## src/hdl/lps_pkg.sv

```systemverilog
`timescale 1ns / 1ps
// ============================================================================
// lps_pkg
// Shared constants, types and controller/datapath links for the longest
// palindromic subsequence core.
// ============================================================================
package lps_pkg;

    // String capacity and derived widths
    localparam int MAX_LEN   = 64;
    localparam int ADDR_W    = (MAX_LEN > 1) ? $clog2(MAX_LEN) : 1;
    localparam int CNT_W     = $clog2(MAX_LEN + 1);
    localparam int LEN_W     = CNT_W;
    localparam int TBL_AW    = 2 * ADDR_W;
    localparam int TBL_DEPTH = 1 << TBL_AW;

    typedef enum logic [3:0] {
        ST_IDLE,
        ST_ROW_START,
        ST_CELL_RD,
        ST_CELL_WR,
        ST_RB_INIT,
        ST_RB_TOTAL_RD,
        ST_RB_TOTAL,
        ST_RB_RD,
        ST_RB_STEP,
        ST_OUT_RD,
        ST_OUT_EMIT
    } lps_state_t;

    // Which addresses the memories are read at
    typedef enum logic [1:0] {
        ADDR_FILL,
        ADDR_TOTAL,
        ADDR_RB
    } addr_mode_t;

    typedef struct packed {
        logic       load;       // store incoming byte
        logic       row_init;   // write diagonal, start row
        logic       next_row;   // step row index down
        logic       cell_wr;    // write one table cell
        logic       rb_init;    // start rebuild
        logic       rb_total;   // capture palindrome length
        logic       rb_step;    // one rebuild step
        logic       out_next;   // advance output index
        logic       clear;      // end of string
        addr_mode_t addr_mode;
    } lps_cmd_t;

    typedef struct packed {
        logic full;
        logic row_last;
        logic cell_last;
        logic i_zero;
        logic rb_finish;
        logic out_last;
    } lps_status_t;

endpackage

```

## src/hdl/lps_ctrl.sv

```systemverilog
`timescale 1ns / 1ps
// ============================================================================
// lps_ctrl
// Sequencer: byte loading, table fill, rebuild and result emission.
// ============================================================================
module lps_ctrl
    import lps_pkg::*;
(
    input  logic        clk,
    input  logic        rst_n,
    input  logic        start,
    input  logic        is_last,
    input  lps_status_t status,
    output lps_cmd_t    cmd,
    output logic        busy,
    output logic        result_strobe
);

    lps_state_t state_reg;
    lps_state_t state_next;

    always_ff @(posedge clk or negedge rst_n)
    begin
        if (!rst_n)
        begin
            state_reg <= ST_IDLE;
        end
        else
        begin
            state_reg <= state_next;
        end
    end

    always_comb
    begin
        state_next    = state_reg;
        cmd           = '0;
        cmd.addr_mode = ADDR_FILL;
        busy          = 1'b1;
        result_strobe = 1'b0;
        case (state_reg)
            ST_IDLE:
            begin
                busy = 1'b0;
                if (start)
                begin
                    cmd.load = 1'b1;
                    if (is_last)
                    begin
                        state_next = ST_ROW_START;
                    end
                end
            end
            ST_ROW_START:
            begin
                cmd.row_init = 1'b1;
                if (status.row_last)
                begin
                    if (status.i_zero)
                    begin
                        state_next = ST_RB_INIT;
                    end
                    else
                    begin
                        cmd.next_row = 1'b1;
                    end
                end
                else
                begin
                    state_next = ST_CELL_RD;
                end
            end
            ST_CELL_RD:
            begin
                state_next = ST_CELL_WR;
            end
            ST_CELL_WR:
            begin
                cmd.cell_wr = 1'b1;
                if (status.cell_last)
                begin
                    if (status.i_zero)
                    begin
                        state_next = ST_RB_INIT;
                    end
                    else
                    begin
                        cmd.next_row = 1'b1;
                        state_next   = ST_ROW_START;
                    end
                end
                else
                begin
                    state_next = ST_CELL_RD;
                end
            end
            ST_RB_INIT:
            begin
                cmd.rb_init = 1'b1;
                state_next  = ST_RB_TOTAL_RD;
            end
            ST_RB_TOTAL_RD:
            begin
                cmd.addr_mode = ADDR_TOTAL;
                state_next    = ST_RB_TOTAL;
            end
            ST_RB_TOTAL:
            begin
                cmd.rb_total = 1'b1;
                state_next   = ST_RB_RD;
            end
            ST_RB_RD:
            begin
                cmd.addr_mode = ADDR_RB;
                state_next    = ST_RB_STEP;
            end
            ST_RB_STEP:
            begin
                cmd.addr_mode = ADDR_RB;
                cmd.rb_step   = 1'b1;
                state_next    = status.rb_finish ? ST_OUT_RD : ST_RB_RD;
            end
            ST_OUT_RD:
            begin
                state_next = ST_OUT_EMIT;
            end
            ST_OUT_EMIT:
            begin
                result_strobe = 1'b1;
                cmd.out_next  = 1'b1;
                if (status.out_last)
                begin
                    cmd.clear  = 1'b1;
                    state_next = ST_IDLE;
                end
                else
                begin
                    state_next = ST_OUT_RD;
                end
            end
            default:
            begin
                state_next = ST_IDLE;
            end
        endcase
    end

endmodule

```

## config.mk

```make
export PLATFORM = sky130hd
export DESIGN_NAME = lps_ctrl
export DESIGN_NICKNAME = d
export VERILOG_FILES = /design/src/hdl/lps_pkg.sv /design/src/hdl/lps_ctrl.sv
export SDC_FILE = /design/constraint.sdc
export NUM_CORES = 1
export LEC_CHECK = 0
export BUFFER_PORTS_ARGS = -buffer_cell sky130_fd_sc_hd__buf_2
export CORE_AREA = 2 2 39 41
export CTS_CLUSTER_DIAMETER = 30
export CTS_CLUSTER_SIZE = 14
export DETAILED_ROUTE_END_ITERATION = 8
export DIE_AREA = 0 0 41 43
export SLEW_MARGIN = 20
export SYNTH_ARGS = -nofsm -noshare
export SYNTH_HDL_FRONTEND = slang
export SYNTH_SLANG_ARGS = --single-unit
```

## constraint.sdc

```tcl
create_clock -name clk -period 3 [get_ports clk]
set_clock_uncertainty 0.15 [all_clocks]
set_input_delay 0.6 -clock clk [delete_from_list [all_inputs] [get_ports clk]]
set_output_delay 0.6 -clock clk [all_outputs]
set_load 0.005 [all_outputs]
```

Word level (Yosys, flattened, before mapping)
Index checks and enable logic that the tools add are counted.
{ "word_totals": {"inputBits": 10, "output_inout_bits": 13, "register_bits": 4, "word_cells": 42} }
{ "classes": {"n_eq_ne": 13, "mux": 25, "n_reduce_logical": 3} }
{ "ops": {"columns": ["op", "count"], "rows": [
  ["one-hot mux 4 bit (11 select lines)", 1],
  ["two-way mux 4 bit", 6],
  ["equality test 4 x 3 -> 1 bit (second input constant)", 4],
  ["two-way mux 1 bit", 13],
  ["equality test 4 bit (second input constant)", 3],
  ["equality test 4 x 2 -> 1 bit (second input constant)", 2],
  ["two-way mux 3 bit", 2],
  ["equality test 4 x 1 -> 1 bit (second input constant)", 1],
  ["logical NOT 4 bit", 1],
  ["!= test 2 bit (second input constant)", 2],
  ["one-hot mux 2 bit (2 select lines)", 1],
  ["!= test 3 bit (second input constant)", 1],
  ["AND reduction 3 bit", 1],
  ["two-way mux 2 bit", 1],
  ["one-hot mux 1 bit (2 select lines)", 1],
  ["OR reduction 2 bit", 1]
]} }

Depth between registers and ports, before layout
{ "depth": {"ltp_word": 3, "mapped_depth": 4, "ltp_nobuf": 3} }

Worst setup path before layout
No wires, ideal clock.
{ "synth_timing": {"path_kind": "flip-flop to output port", "start": "reg state_reg[0]", "end": "out cmd[3] (netlist bit)", "required_ns": 2.250, "t_arrival_ns": 1.069, "stages_incl_launch_ff": 5, "path_slack_ns": 1.181, "path_buffers": 3, "cell_sequence": "dfrtp_1 > buf_4 > buf_4 > nor3_1 > buf_4"} }
{ "synth_rtl": {"columns": ["item", "line_no", "source"], "rows": [
  ["start: declaration", "lps_ctrl.sv:19", "lps_state_t state_reg;"],
  ["start signal: assignment", "lps_ctrl.sv:30", "state_reg <= state_next;"],
  ["end: declaration", "lps_ctrl.sv:14", "output lps_cmd_t cmd,"]
]} }

==> flow_summary.json <==
{
  "status": "finished, final reports clean",
  "startpoint_type": "flip-flop",
  "synth_fa_ha_area_frac": 0,
  "slew_viol_final": 0,
  "cp.arrival_ns": 1.51,
  "grt_overflow": 0,
  "ir_worst_vdd_uv": 391,
  "hold_path.class": "in -> async",
  "powerDensity_mw_per_mm2": 969,
  "cts_hold_buffers": 0,
  "multiInputGateArea_um2": 282,
  "route.detailed.drc": 0,
  "synth_edf_count": 0,
  "muxShareOfSynthArea": 0.0257,
  "syn-cell-area_um2": 438,
  "critPathCaptureType": "primary output",
  "ctsResizeCount": 0,
  "cts_buffer_depth": 2,
  "drt_iter0_drc": 0,
  "initial_core_util": 0.316,
  "worstSetupPathType": "reg -> out",
  "grt_max_degree": 19,
  "grt_pass1_vias": 344,
  "setup-tns-final_ns": 0,
  "synth_flop_cell": "dfrtp_1",
  "tightest_slew_ns": 0.560,
  "cts_setup_buffers": 0,
  "synth-compound-area-share": 0.211,
  "port_buffers": 21,
  "final_area_um2": 537,
  "synth_xor_xnor_area_share": 0,
  "yosys.cell_count.top_type": "buf_4",
  "first_pass_iters": 1,
  "synth_warnings": 0,
  "h-tree-depth": 1,
  "yosysSeqAreaShare": 0.229,
  "yosysTopAreaCell": "dfrtp_1",
  "fp.dieH_um": 43,
  "path_max_fanout": 16,
  "nets": 80,
  "fillers": 157,
  "leakagePower_nw": 0.272,
  "routed_wl_um": 911,
  "die_w_um": 41,
  "n_antenna_cell": 0,
  "post_drt_wl_per_cell_um": 10.8,
  "dpl_cell_area_um2": 514,
  "drive_gt1_frac": 0.441,
  "row_count": 14,
  "cts_root_buffer": "clkbuf_4",
  "vias_per_cell": 4.92,
  "postSynth.asyncResetShare": 1.00,
  "worstPathCellList": "mux2_1 > nand3_2 > nor2_1 > buf_2",
  "synth_top_family_by_area": "simple AND/OR/NAND/NOR gates",
  "regArea_um2": 100,
  "max_stage_delay_ns": 0.62,
  "max-cap-violations": 0,
  "grt_use_total": 0.123,
  "num_vias": 413,
  "dpl.cell_count": 81,
  "fmax_mhz": 442,
  "gp_congestion": 0.708,
  "io_pins": 23,
  "dp_hpwl_um": 703,
  "cts_made_buffers": 3,
  "synthSimpleGateAreaFrac": 0.406,
  "setup_viol": 0,
  "dieArea_mm2": 0.00176,
  "clk_pin_slew_ns": 0.04,
  "syn_inst": 50,
  "grt_pass1_wl_um": 1420,
  "synth_nets": 60,
  "max_slew_margin": 0.627,
  "syn_avg_cell_area_um2": 8.76,
  "dp_slack_ns": 0.965,
  "synth_top_area_share": 0.229,
  "yosys_register_bits": 4,
  "worstPathRequired_ns": 2.25,
  "synthTopCellsByCount": "buf_4 (5), dfrtp_1 (4), nor3_1 (4)",
  "grt_antenna_before_repair": 0,
  "yosysUniqueCellTypes": 28,
  "hold_violations": 0,
  "finalNonFillerCells": 84,
  "cts_tree": "yes",
  "ant_nets": 0,
  "rsz0062_at_grt": "false",
  "synth_area_leaders": "dfrtp_1 (23%), buf_4 (8.6%), nor4b_4 (5.4%)",
  "fin_ws_ns": 0.740,
  "finish.utilization": 0.388,
  "coreArea_mm2": 0.00138,
  "fin_crit_ns": 2.26,
  "largest_reg_flops": 4,
  "synthToLayoutAreaGrowth_pct": 22.6,
  "clk_latency_ns": 0.23,
  "cpMaxStageDelayCell": "dfrtp_1",
  "post-route-period-util": 0.753,
  "cts_sinks": 4
}
[path summary, 6_finish.rpt]
kind	start	to	slack, ns	depth (start not counted)
max	state_reg[1]	cmd[8]	0.74	4
max reg2reg	state_reg[1]	state_reg[0]	1.46	2
min in group clk	status[2]	state_reg[0]	0.45	2
min reg2reg	state_reg[2]	state_reg[1]	0.59	1
max in group asynchronous	rst_n	state_reg[3]	2.57	1
min	rst_n	state_reg[0]	0.01	1
[where the power goes]
part	internal, mW	switching, mW	total (mW)
clock network	0.0445	0.0195	0.0640
logic	0.152	0.119	0.272
registers	0.0812	0.103	0.185
total	0.278	0.242	0.520
[stage by stage]
step | hold WS [ns] | power (mW)
4_1_cts | 0.00549 | 0.527
3_5_place_dp | 0.256 | 0.458
6_report | 0.0128 | 0.520
3_3_place_gp | 0.253 | 0.457
2_1_floorplan | 0.154 | 0.411
5_1_grt | 0.00694 | 0.572
[cells by family after synthesis]
family / Yosys count
AND/OR/NAND/NOR: 25
buffers and inverters: 8
multiplexers: 1
AO/OA/AOI/OAI: 12
flip-flops: 4
[metal layers]
| metal | vias up | share of wire | GRT usage | routed length, um |
|---|---|---|---|---|
| li1 | 221 | - | - | - |
| met5 | - | 0 | 0 | 0 |
| met2 | 11 | 0.48 | 0.169 | 433 |
| met3 | 0 | 0.043 | 0.0314 | 39 |
| met4 | 0 | 0 | 0.100 | 0 |
| met1 | 181 | 0.48 | 0.153 | 438 |
[layout by cell type (no fill, tap or decap)]
cell       instances
nor2_2             1
o21ai_1            2
clkbuf_4           3
dfrtp_1            4
and3_1             3
buf_2             21
nand3_2            1
inv_1              2
nor3_1             4
nand2_1            2
a21oi_1            2
nand2b_1           3
a211oi_2           1
nor2b_1            3
a21o_1             1
o221ai_2           1
o32ai_1            1
mux2_1             1
nor4b_4            1
and4bb_1           1
a22oi_1            1
nor2_1             3
o21ai_0            1
o31ai_1            1
and4bb_2           1
a2111oi_0          1
and3b_1            1
nor4b_1            1
[critical path, delay by kind of cell (launching register included)]
| family | cells | cell delay [ns] |
|---|---|---|
| buffers and inverters | 1 | 0.12 |
| flip-flops | 1 | 0.62 |
| multiplexers | 1 | 0.38 |
| AND/OR/NAND/NOR | 2 | 0.16 |
[area by class of cell]
class / instances / share of cell area
clock buffers: 3 / 0.0420
inverters: 2 / 0.0140
multi-input cells: 38 / 0.524
flip-flops and latches: 4 / 0.186
well taps: 16 / 0.0373
repair buffers: 21 / 0.196
Power figures use the tool's default switching activity.
